### src/rtl/arpc_pkg.sv
// shared constants and types for the arp address cache
package arpc_pkg;

	localparam int ENTRIES = 16;
	localparam int IDX_W   = $clog2(ENTRIES);
	localparam int IP_W    = 32;
	localparam int MAC_W   = 48;
	localparam int STAMP_W = 32;
	localparam int SLOT_W  = 4;

	localparam logic REQ_LEARN  = 1'b0;
	localparam logic REQ_LOOKUP = 1'b1;

	typedef logic [IDX_W-1:0] idx_t;

	typedef struct packed {
		logic [IP_W-1:0]    ip;
		logic [MAC_W-1:0]   mac;
		logic [STAMP_W-1:0] stamp;
	} entry_t;

	typedef struct packed {
		logic             found;
		idx_t             match_idx;
		logic [MAC_W-1:0] match_mac;
		logic             free_found;
		idx_t             free_idx;
		idx_t             best_idx;
	} scan_result_t;

	typedef enum logic [1:0] {
		ST_IDLE,
		ST_SCAN,
		ST_FINISH
	} state_t;

endpackage

### src/rtl/arpc_table.sv
// binding table: entry storage with one read port, one write port and valid bits
module arpc_table (
	input  logic               clk,
	input  logic               arst_n,
	input  arpc_pkg::idx_t     rd_idx,
	output arpc_pkg::entry_t   rd_entry,
	output logic               rd_valid,
	input  logic               wr_en,
	input  arpc_pkg::idx_t     wr_idx,
	input  arpc_pkg::entry_t   wr_entry
);

	arpc_pkg::entry_t               entry_q [arpc_pkg::ENTRIES];
	logic [arpc_pkg::ENTRIES-1:0]   valid_q;

	always_ff @(posedge clk or negedge arst_n) begin
		if (!arst_n) begin
			valid_q <= '0;
		end else if (wr_en) begin
			valid_q[wr_idx] <= 1'b1;
		end
	end

	always_ff @(posedge clk) begin
		if (wr_en) begin
			entry_q[wr_idx] <= wr_entry;
		end
	end

	assign rd_entry = entry_q[rd_idx];
	assign rd_valid = valid_q[rd_idx];

endmodule

### src/rtl/arpc_scan.sv
// shared compare unit: one entry per step, tracks first match, first free and oldest stamp
module arpc_scan (
	input  logic                              clk,
	input  logic                              arst_n,
	input  logic                              init,
	input  logic                              step,
	input  logic [arpc_pkg::IP_W-1:0]         ip,
	input  arpc_pkg::idx_t                    idx,
	input  arpc_pkg::entry_t                  entry,
	input  logic                              entry_valid,
	output arpc_pkg::scan_result_t            result
);

	arpc_pkg::scan_result_t          res_q;
	logic [arpc_pkg::STAMP_W-1:0]    best_stamp_q;

	always_ff @(posedge clk or negedge arst_n) begin
		if (!arst_n) begin
			res_q        <= '0;
			best_stamp_q <= '1;
		end else if (init) begin
			res_q        <= '0;
			best_stamp_q <= '1;
		end else if (step) begin
			if (!res_q.found && entry_valid && entry.ip == ip) begin
				res_q.found     <= 1'b1;
				res_q.match_idx <= idx;
				res_q.match_mac <= entry.mac;
			end
			if (!res_q.free_found && !entry_valid) begin
				res_q.free_found <= 1'b1;
				res_q.free_idx   <= idx;
			end
			// strict less keeps the lowest index on equal stamps
			if (entry_valid && entry.stamp < best_stamp_q) begin
				res_q.best_idx <= idx;
				best_stamp_q   <= entry.stamp;
			end
		end
	end

	assign result = res_q;

endmodule

### src/rtl/arpc_sequencer.sv
// sequencer: walks the table through the compare unit, then writes back and reports
module arpc_sequencer (
	input  logic                           clk,
	input  logic                           arst_n,
	input  logic                           start,
	output logic                           busy,
	input  logic                           req_type,
	input  logic [arpc_pkg::IP_W-1:0]      ip_addr,
	input  logic [arpc_pkg::MAC_W-1:0]     mac_addr,
	output arpc_pkg::idx_t                 rd_idx,
	output logic                           scan_init,
	output logic                           scan_step,
	output logic [arpc_pkg::IP_W-1:0]      scan_ip,
	input  arpc_pkg::scan_result_t         scan_res,
	output logic                           wr_en,
	output arpc_pkg::idx_t                 wr_idx,
	output arpc_pkg::entry_t               wr_entry,
	output logic                           done,
	output logic                           hit,
	output logic [arpc_pkg::MAC_W-1:0]     mac_out,
	output logic [arpc_pkg::SLOT_W-1:0]    slot
);

	localparam arpc_pkg::idx_t LAST = arpc_pkg::IDX_W'(arpc_pkg::ENTRIES - 1);

	arpc_pkg::state_t                state_q, state_d;
	arpc_pkg::idx_t                  idx_q;
	logic                            req_q;
	logic [arpc_pkg::IP_W-1:0]       ip_q;
	logic [arpc_pkg::MAC_W-1:0]      mac_q;
	logic [arpc_pkg::STAMP_W-1:0]    stamp_ctr_q;
	logic                            done_q;
	logic                            hit_q;
	logic [arpc_pkg::MAC_W-1:0]      mac_out_q;
	logic [arpc_pkg::SLOT_W-1:0]     slot_q;
	logic                            accept;
	logic                            finish;
	arpc_pkg::idx_t                  sel_idx;
	logic [arpc_pkg::MAC_W-1:0]      mac_res;

	always_ff @(posedge clk or negedge arst_n) begin
		if (!arst_n) begin
			state_q <= arpc_pkg::ST_IDLE;
		end else begin
			state_q <= state_d;
		end
	end

	always_comb begin
		state_d   = state_q;
		accept    = 1'b0;
		finish    = 1'b0;
		scan_step = 1'b0;
		unique case (state_q)
			arpc_pkg::ST_IDLE: begin
				if (start) begin
					accept  = 1'b1;
					state_d = arpc_pkg::ST_SCAN;
				end
			end
			arpc_pkg::ST_SCAN: begin
				scan_step = 1'b1;
				if (idx_q == LAST) begin
					state_d = arpc_pkg::ST_FINISH;
				end
			end
			arpc_pkg::ST_FINISH: begin
				finish  = 1'b1;
				state_d = arpc_pkg::ST_IDLE;
			end
			default: state_d = arpc_pkg::ST_IDLE;
		endcase
	end

	assign busy      = (state_q != arpc_pkg::ST_IDLE);
	assign scan_init = accept;
	assign scan_ip   = ip_q;
	assign rd_idx    = idx_q;

	always_ff @(posedge clk or negedge arst_n) begin
		if (!arst_n) begin
			idx_q       <= '0;
			stamp_ctr_q <= '0;
			done_q      <= 1'b0;
		end else begin
			done_q <= finish;
			if (accept) begin
				idx_q <= '0;
			end else if (scan_step) begin
				idx_q <= idx_q + 1'b1;
			end
			if (finish && req_q == arpc_pkg::REQ_LEARN) begin
				stamp_ctr_q <= stamp_ctr_q + 1'b1;
			end
		end
	end

	// request fields held for the whole walk
	always_ff @(posedge clk) begin
		if (accept) begin
			req_q <= req_type;
			ip_q  <= ip_addr;
			mac_q <= mac_addr;
		end
	end

	always_comb begin
		priority if (scan_res.found) begin
			sel_idx = scan_res.match_idx;
		end else if (req_q == arpc_pkg::REQ_LOOKUP) begin
			sel_idx = '0;
		end else if (scan_res.free_found) begin
			sel_idx = scan_res.free_idx;
		end else begin
			sel_idx = scan_res.best_idx;
		end
	end

	assign mac_res = (req_q == arpc_pkg::REQ_LOOKUP && scan_res.found) ?
		scan_res.match_mac : '0;

	assign wr_en          = finish && (req_q == arpc_pkg::REQ_LEARN);
	assign wr_idx         = sel_idx;
	assign wr_entry.ip    = ip_q;
	assign wr_entry.mac   = mac_q;
	assign wr_entry.stamp = stamp_ctr_q;

	always_ff @(posedge clk) begin
		if (finish) begin
			hit_q     <= scan_res.found;
			mac_out_q <= mac_res;
			slot_q    <= arpc_pkg::SLOT_W'(sel_idx);
		end
	end

	assign done    = done_q;
	assign hit     = hit_q;
	assign mac_out = mac_out_q;
	assign slot    = slot_q;

endmodule

### src/rtl/arp_address_cache_core.sv
// top level of the arp address cache: table of ipv4 to mac bindings
//
// request channel: drive req_type, ip_addr and mac_addr with start high; the
// transfer happens at a rising edge where start is high and busy is low.
// req_type 0 learns a binding, 1 looks one up.
// result channel: done is high for exactly one cycle with hit, mac_out and
// slot valid in that cycle; the receiver must take it, there is no stall.
// sequence: after the accepting edge busy stays high while the scan state
// walks the table one entry per cycle through a single compare unit (address
// match, first free slot, oldest stamp) and the finish state then writes back
// a learn and registers the result. done follows in the next cycle, which is
// also the first cycle a new start is taken; no request is taken while busy.
// the walk length equals the table depth, set by the single read port.
// reset clears all valid bits and the stamp counter at once; the table is
// usable in the first cycle after reset is released.
module arp_address_cache_core (
	input  logic                           clk,
	input  logic                           arst_n,
	input  logic                           start,
	output logic                           busy,
	input  logic                           req_type,
	input  logic [arpc_pkg::IP_W-1:0]      ip_addr,
	input  logic [arpc_pkg::MAC_W-1:0]     mac_addr,
	output logic                           done,
	output logic                           hit,
	output logic [arpc_pkg::MAC_W-1:0]     mac_out,
	output logic [arpc_pkg::SLOT_W-1:0]    slot
);

	arpc_pkg::idx_t                  rd_idx;
	arpc_pkg::entry_t                rd_entry;
	logic                            rd_valid;
	logic                            wr_en;
	arpc_pkg::idx_t                  wr_idx;
	arpc_pkg::entry_t                wr_entry;
	logic                            scan_init;
	logic                            scan_step;
	logic [arpc_pkg::IP_W-1:0]       scan_ip;
	arpc_pkg::scan_result_t          scan_res;

	arpc_table u_table (
		.clk      (clk),
		.arst_n   (arst_n),
		.rd_idx   (rd_idx),
		.rd_entry (rd_entry),
		.rd_valid (rd_valid),
		.wr_en    (wr_en),
		.wr_idx   (wr_idx),
		.wr_entry (wr_entry)
	);

	arpc_scan u_scan (
		.clk         (clk),
		.arst_n      (arst_n),
		.init        (scan_init),
		.step        (scan_step),
		.ip          (scan_ip),
		.idx         (rd_idx),
		.entry       (rd_entry),
		.entry_valid (rd_valid),
		.result      (scan_res)
	);

	arpc_sequencer u_seq (
		.clk       (clk),
		.arst_n    (arst_n),
		.start     (start),
		.busy      (busy),
		.req_type  (req_type),
		.ip_addr   (ip_addr),
		.mac_addr  (mac_addr),
		.rd_idx    (rd_idx),
		.scan_init (scan_init),
		.scan_step (scan_step),
		.scan_ip   (scan_ip),
		.scan_res  (scan_res),
		.wr_en     (wr_en),
		.wr_idx    (wr_idx),
		.wr_entry  (wr_entry),
		.done      (done),
		.hit       (hit),
		.mac_out   (mac_out),
		.slot      (slot)
	);

endmodule

### config.mk
export PLATFORM = sky130hd
export DESIGN_NAME = arp_address_cache_core
export DESIGN_NICKNAME = d
export VERILOG_FILES = /design/src/rtl/arpc_pkg.sv /design/src/rtl/arpc_table.sv /design/src/rtl/arpc_scan.sv /design/src/rtl/arpc_sequencer.sv /design/src/rtl/arp_address_cache_core.sv
export SDC_FILE = /design/constraint.sdc
export NUM_CORES = 2
export LEC_CHECK = 0
export ABC_AREA = 1
export BUFFER_PORTS_ARGS = -buffer_cell sky130_fd_sc_hd__buf_2
export CORE_UTILIZATION = 56
export CTS_BUF_LIST = sky130_fd_sc_hd__clkbuf_4 sky130_fd_sc_hd__clkbuf_8 sky130_fd_sc_hd__clkbuf_16
export DETAILED_ROUTE_END_ITERATION = 16
export PLACE_DENSITY_LB_ADDON = 0.3
export SKIP_LAST_GASP = 1
export SYNTH_ARGS = -nofsm -noshare
export SYNTH_HDL_FRONTEND = slang
export SYNTH_SLANG_ARGS = --single-unit
### constraint.sdc
create_clock -name clk -period 7.7 [get_ports clk]
set_input_delay 1.54 -clock clk [delete_from_list [all_inputs] [get_ports clk]]
set_output_delay 1.54 -clock clk [all_outputs]
set_load 0.01 [all_outputs]
After elaboration in Yosys (flattened, before gate mapping) --
Memory sizes are Yosys's and may differ from the RTL's. Cells that the tools add are included.
Operators by class: muxes and demuxes 26, reductions and logical operators 20, equality and inequality tests 6, add/subtract/negate cells 2, magnitude comparators 4, bitwise operators 2
Operator list (count):
- $mux 62 | 2
- $mux 32 | 3
- $mux 53 | 1
- $add 32x1->32 const B | 1
- $eq 32x32->1 | 1
- $lt 32x32->1 | 1
- $mux 4 | 6
- $or 16x16->16 | 1
- $lt 4x5->1 const B | 2
- $reduce_bool 2->1 | 5
- $mux 1 | 8
- $reduce_and 2->1 | 4
- $logic_and 1x1->1 | 7
- $mux 5 | 1
- $add 4x1->4 const B | 1
- $bmux 1 s4 | 1
- $demux 1 s4 | 1
- $eq 4x4->1 const B | 1
- $ge 4x1->1 const B | 1
- $mux 2 | 2
- $pmux 2 s2 | 1
- $logic_not 1->1 | 3
- $eq 2x1->1 const B | 1
- $eq 2x2->1 const B | 1
- 4 further kinds | 4
Word-level totals: bits of input ports 84, flip-flop bits (word level) 283, output and inout port bits 55, memories 1, word-level logic and storage cells 79, memory bits (writable) 1792
Memory list:
- u_table.entry_q | words 16, width 112, rd ports 1, clocked after Yosys merged registers in 0, wr ports 1, RTL line arpc_table.sv:13 | arpc_pkg::entry_t entry_q [arpc_pkg::ENTRIES];

Longest topological paths before layout --
word-level depth 8, depth in mapped cells 26, gate-level depth less buffers 21

Hierarchy --
A second synthesis with hierarchy kept.
Unflattened totals: cells, all modules 8548, area, all modules 89642.2 µm²
Modules (own cells, without submodules):
- arpc_table | seq. area each 54212.0 µm², area each 77301.6 µm², cells an instance 7317, times used 1
- arpc_sequencer | seq. area each 4999.8 µm², area each 6929.1 µm², cells an instance 561, times used 1
- arpc_scan | seq. area each 2392.3 µm², area each 5411.4 µm², cells an instance 670, times used 1

Worst setup path after synthesis --
OpenSTA, ideal clock, no wires.
kind reg-to-reg, start register u_seq.state_q[0], end register u_table.valid_q[11] in the netlist's numbering, stages on the path, launching flop included 7, arrival time 7.798 ns, clock period less this slack 7.893 ns, library setup time 0.095 ns, path buffers 0, required time 7.605 ns, setup slack -0.193 ns, cell sequence dfrtp_1 -> nor2_2 -> nand2_2 -> inv_1 -> nand3_1 -> nor2_1 -> or2_2
On the way: cells in the longest elaborated chain, start to end 3
RTL lines:
- start, declared | RTL line arpc_sequencer.sv:26 | arpc_pkg::state_t state_q, state_d;
- start signal, assigned | RTL line arpc_sequencer.sv:43 | state_q <= arpc_pkg::ST_IDLE;
- start signal, assigned | RTL line arpc_sequencer.sv:45 | state_q <= state_d;
- $eq 2x2->1 | RTL line arpc_sequencer.sv:54 | unique case (state_q)
- $mux 1 | RTL line arpc_sequencer.sv:54
- named net u_seq.finish | RTL line arpc_sequencer.sv:37 | logic finish;
- $logic_and 1x1->1 | RTL line arpc_sequencer.sv:122 | assign wr_en = finish && (req_q == arpc_pkg::REQ_LEARN);
- end signal, assigned | RTL line arpc_table.sv:18 | valid_q <= '0;
- end signal, assigned by index | RTL line arpc_table.sv:20 | valid_q[wr_idx] <= 1'b1;
- end, declared | RTL line arpc_table.sv:14 | logic [arpc_pkg::ENTRIES-1:0] valid_q;
The timed path passes the listed nets, and every way through them passes these cells. A chain may end at the register's enable or synchronous reset.

Worst setup path in the final report --
start register u_seq.idx_q[0] (netlist: u_seq.rd_idx[0]), end register u_scan.best_stamp_q[0] in the netlist's numbering
On the way: cells in the longest elaborated chain, start to end 5, elaborated cells between the ends (all ways) 10, those cells by class order compare: 1; mux: 5; reduce/logical: 3; memory: 1
RTL lines:
- start, declared | RTL line arpc_sequencer.sv:27 | arpc_pkg::idx_t idx_q;
- start signal, assigned | RTL line arpc_sequencer.sv:90 | idx_q <= idx_q + 1'b1;
- $mem_v2 16x112 / $bmux 1 s4 (equally long branches)
- $lt 32x32->1 / $mux 1 (equally long branches) | RTL line arpc_scan.sv:35, arpc_table.sv:31
- $logic_and 1x1->1 | RTL line arpc_scan.sv:35 | if (entry_valid && entry.stamp < best_stamp_q) begin
- $reduce_bool 2->1 (no line)
- $reduce_and 2->1 (no line)
- end signal, assigned | RTL line arpc_scan.sv:37 | best_stamp_q <= entry.stamp;
- end, declared | RTL line arpc_scan.sv:15 | logic [arpc_pkg::STAMP_W-1:0] best_stamp_q;
Several ways; a longest one is shown, not always the timed one. The select of a mux whose other input is x is not followed.

==> flow_summary.yaml <==
min_path:
  hold_start: "u_table.valid_q[5]"
  hold_depth: 2
  hold_path_class: "register to register"
  holdPathEnd: "u_table.valid_q[5]"
drt:
  dr_wl_met3_um: 20500
  highest_layer: "met5"
  drt_iter0_markers: 7278
  num_vias: 52100
  drcViolationCount: 5
  drt-met1-wl_um: 83500
  vias_per_cell: 6.21
  totalWireLength_um: 207000
  wl_per_cell_um: 24.6
  drt_first_pass_iters: 12
  route.met2.wl_um: 97500
  drtAntennaViolNets: 0
clock_tree:
  postCtsSetupBuffers: 0
  cts_inserted_buffers: 201
  cts_buffer_depth: 3
  clock-sinks: 2075
  tritoncts: "built"
  cts.htree.levels: 4
  clk_latency_ns: 0.85
  path_clk_slew_ns: 0.06
  cts_resized: 0
  hold_buffers: 0
  cts_root_buf: "clkbuf_16"
yosys:
  ys.warnings.count: 0
  async_flop_share_pct: 7.18
  ys_ff_latch: 2075
  synth-xor-area-share_pct: 0.311
  synth-compound-area-share_pct: 10.3
  yosysSeqAreaShare_pct: 75.5
  synthDistinctLibCells: 40
  synth.area.top_cells: "edfxtp_1, o21ai_0, nor2_1"
  synth_adder_area_share_pct: 0.506
  synth_top_area_cell: "edfxtp_1"
  synth_top_area_share_pct: 70.9
  synth_flop_cell: "edfxtp_1"
  synth.top_cells.by_count: "edfxtp_1, nor2_1, o21ai_0"
  synth.most_common_cell: "edfxtp_1"
  synth_top_family_by_area: "compound AO/OA/AOI/OAI gates"
  syn_nets: 6396
  netlist_instances: 6279
  syn-cell-area_sq_um: 81600
  synth.avg_cell_area_sq_um: 13.0
  synthSimpleGateAreaFrac_pct: 10.2
  synth_edf_count: 1926
  synthMuxAreaShare_pct: 0
finish:
  multi_input_area_sq_um: 17500
  area_delta_synth_final_pct: 11.2
  finalNetCount: 6433
  nFillCells: 10400
  final_area_sq_um: 90700
  final_cells: 8397
  diodes: 0
  seqCellArea_sq_um: 61600
  drive_above_1_share_pct: 10.2
setup_path:
  worst-path-buf-inv: 3
  max_stage_delay_ns: 0.87
  rrSetupSlack_ns: 2.08
  critical_path_class: "register to register"
  critPathMaxFanout: 176
  path_delay_family: "simple AND/OR/NAND/NOR gates"
  r2r-start: "u_seq.rd_idx[0]"
  arrival_ns: 6.39
  crit_top_cell: "nand2_1"
  rr_worst_depth: 18
  cpMaxStageDelayCell: "buf_4"
  required_ns: 8.47
  cp_cell_sequence: "buf_12 -> buf_4 -> o21ai_0 -> o221ai_1 -> o211ai_1 -> nand3_1 -> ha_1 -> nand2_1 -> inv_1 -> o21ai_0 -> nand2_1 -> nand2_1 -> o211ai_1 -> nor4_4 -> nand2_1 -> nand2_1 -> nand2_1 -> nand2_1"
  critPathLaunchType: "register"
  regToRegEndpoint: "u_scan.best_stamp_q[0]"
  cp-end-kind: "register"
outcome:
  violations: "DRC"
  status: "finished with violations"
pwr:
  finalPower_w: 0.0322
  ir_drop_uv: 455
  p_leak_nw: 30.7
  cellPowerDensity_nw_per_um2: 355
sta:
  max_freq_ghz: 0.178
  fin_worst_skew_ns: 0.0340
  timing.final.ws_setup_ns: 2.08
  hold_viol_final: 0
  setup_viol: 0
  tightest_slew_ns: 1.18
  period_needed_ns: 5.62
  finalMaxSlewViolations: 0
  max_slew_margin_pct: 21.6
  whs_ns: 0.463
  rsz0062_at_grt: "no"
  post-route-period-util_pct: 73.0
placed_design:
  dp_cells: 8016
  dpl_worst_slack_ns: 2.29
  portBuffers: 138
  dpl.hpwl_um: 97400
  gp_congestion: 0.824
  dpl_cell_area_sq_um: 83900
grt:
  grt_use_total_pct: 27.8
  grt_antenna_before_repair: 2
  grt_pass1_vias: 50100
  grt_pass1_wl_um: 307000
  grt_max_degree: 208
  grt.overflow.total: 0
floorplanning:
  num_io_pins: 139
  die_area_sq_um: 147000
  rows: 139
  core_region_area_sq_um: 144000
  fp.dieW_um: 384
  start_util_pct: 56.6
  dieHeight_um: 384
flow_run:
  cap_violations: 0
## report_power, final
| group | internal [W] | switching, W |
|---|---|---|
| Sequential | 0.0127 | 0.000384 |
| Clock | 0.00580 | 0.00418 |
| Combinational | 0.00266 | 0.00644 |
| Total | 0.0212 | 0.0110 |
## metal layers
| metal | global-route usage [%] | up-vias |
|---|---|---|
| met5 | 0 | - |
| met4 | 9.00 | 2 |
| met3 | 4.50 | 364 |
| met2 | 44.2 | 2806 |
| met1 | 39.7 | 25900 |
| li1 | - | 23000 |
## state kept, by name (all words and copies together), names as in the netlist
signal               count
u_seq.req_q              1
u_seq.hit                1
u_table.valid_q         16
u_seq.mac_out           48
u_seq.slot               4
u_seq.mac_q             48
u_seq.done               1
u_table.entry_q       1792
u_seq.state_q            2
u_scan.result           62
u_seq.stamp_ctr_q       32
u_seq.scan_ip           32
u_seq.rd_idx             4
u_scan.best_stamp_q     32
## how the worst max path moves through the flow
stage                         endpoint        startpoint  depth (start not counted)
2_1_floorplan      u_table.valid_q[11]  u_seq.state_q[0]                          6
3_3_place_gp   u_scan.best_stamp_q[13]   u_seq.rd_idx[0]                         18
3_5_place_dp    u_scan.best_stamp_q[0]   u_seq.rd_idx[0]                         18
4_1_cts         u_scan.best_stamp_q[4]   u_seq.rd_idx[0]                         18
5_1_grt        u_scan.best_stamp_q[13]   u_seq.rd_idx[0]                         18
6_report        u_scan.best_stamp_q[0]   u_seq.rd_idx[0]                         18
## metrics by stage
stage               setup TNS [ns]  utilization [%]
finish                           0             63.0
floorplan                  -179.49                -
detailed placement               0             58.3
global route                     0             63.0
CTS                              0             63.0
global placement                 0             58.3
## final cells by class
type	instances	area share, %
flip-flops and latches	2075	67.9
multi-input cells	3593	19.3
clock buffers	288	6.48
well taps	1903	2.63
repair buffers	230	1.73
clock inverters	93	1.02
inverters	215	0.920
## tightest hold or removal path, cell delays in order (launching register included)
cell and delay [ns]:
dfrtp_1 0.32, inv_1 0.05, o21ai_0 0.06
## kinds of logic after synthesis
family	Yosys count
flops	2075
simple gates	2062
compound gates	1469
buf+inv	611
fa+ha+maj	33
xor+xnor	29
## layout by cell type (no fill, tap or decap), drive strengths merged, types with 135 or more instances in the layout
master	Yosys	routed
o21ai	938	938
clkbuf	268	289
nand2	619	619
o22ai	273	273
nand3	285	285
nor2	1089	1089
inv	214	225
o211ai	135	135
buf	128	229
edfxtp	1926	1926
Power figures use the tool's default switching activity.
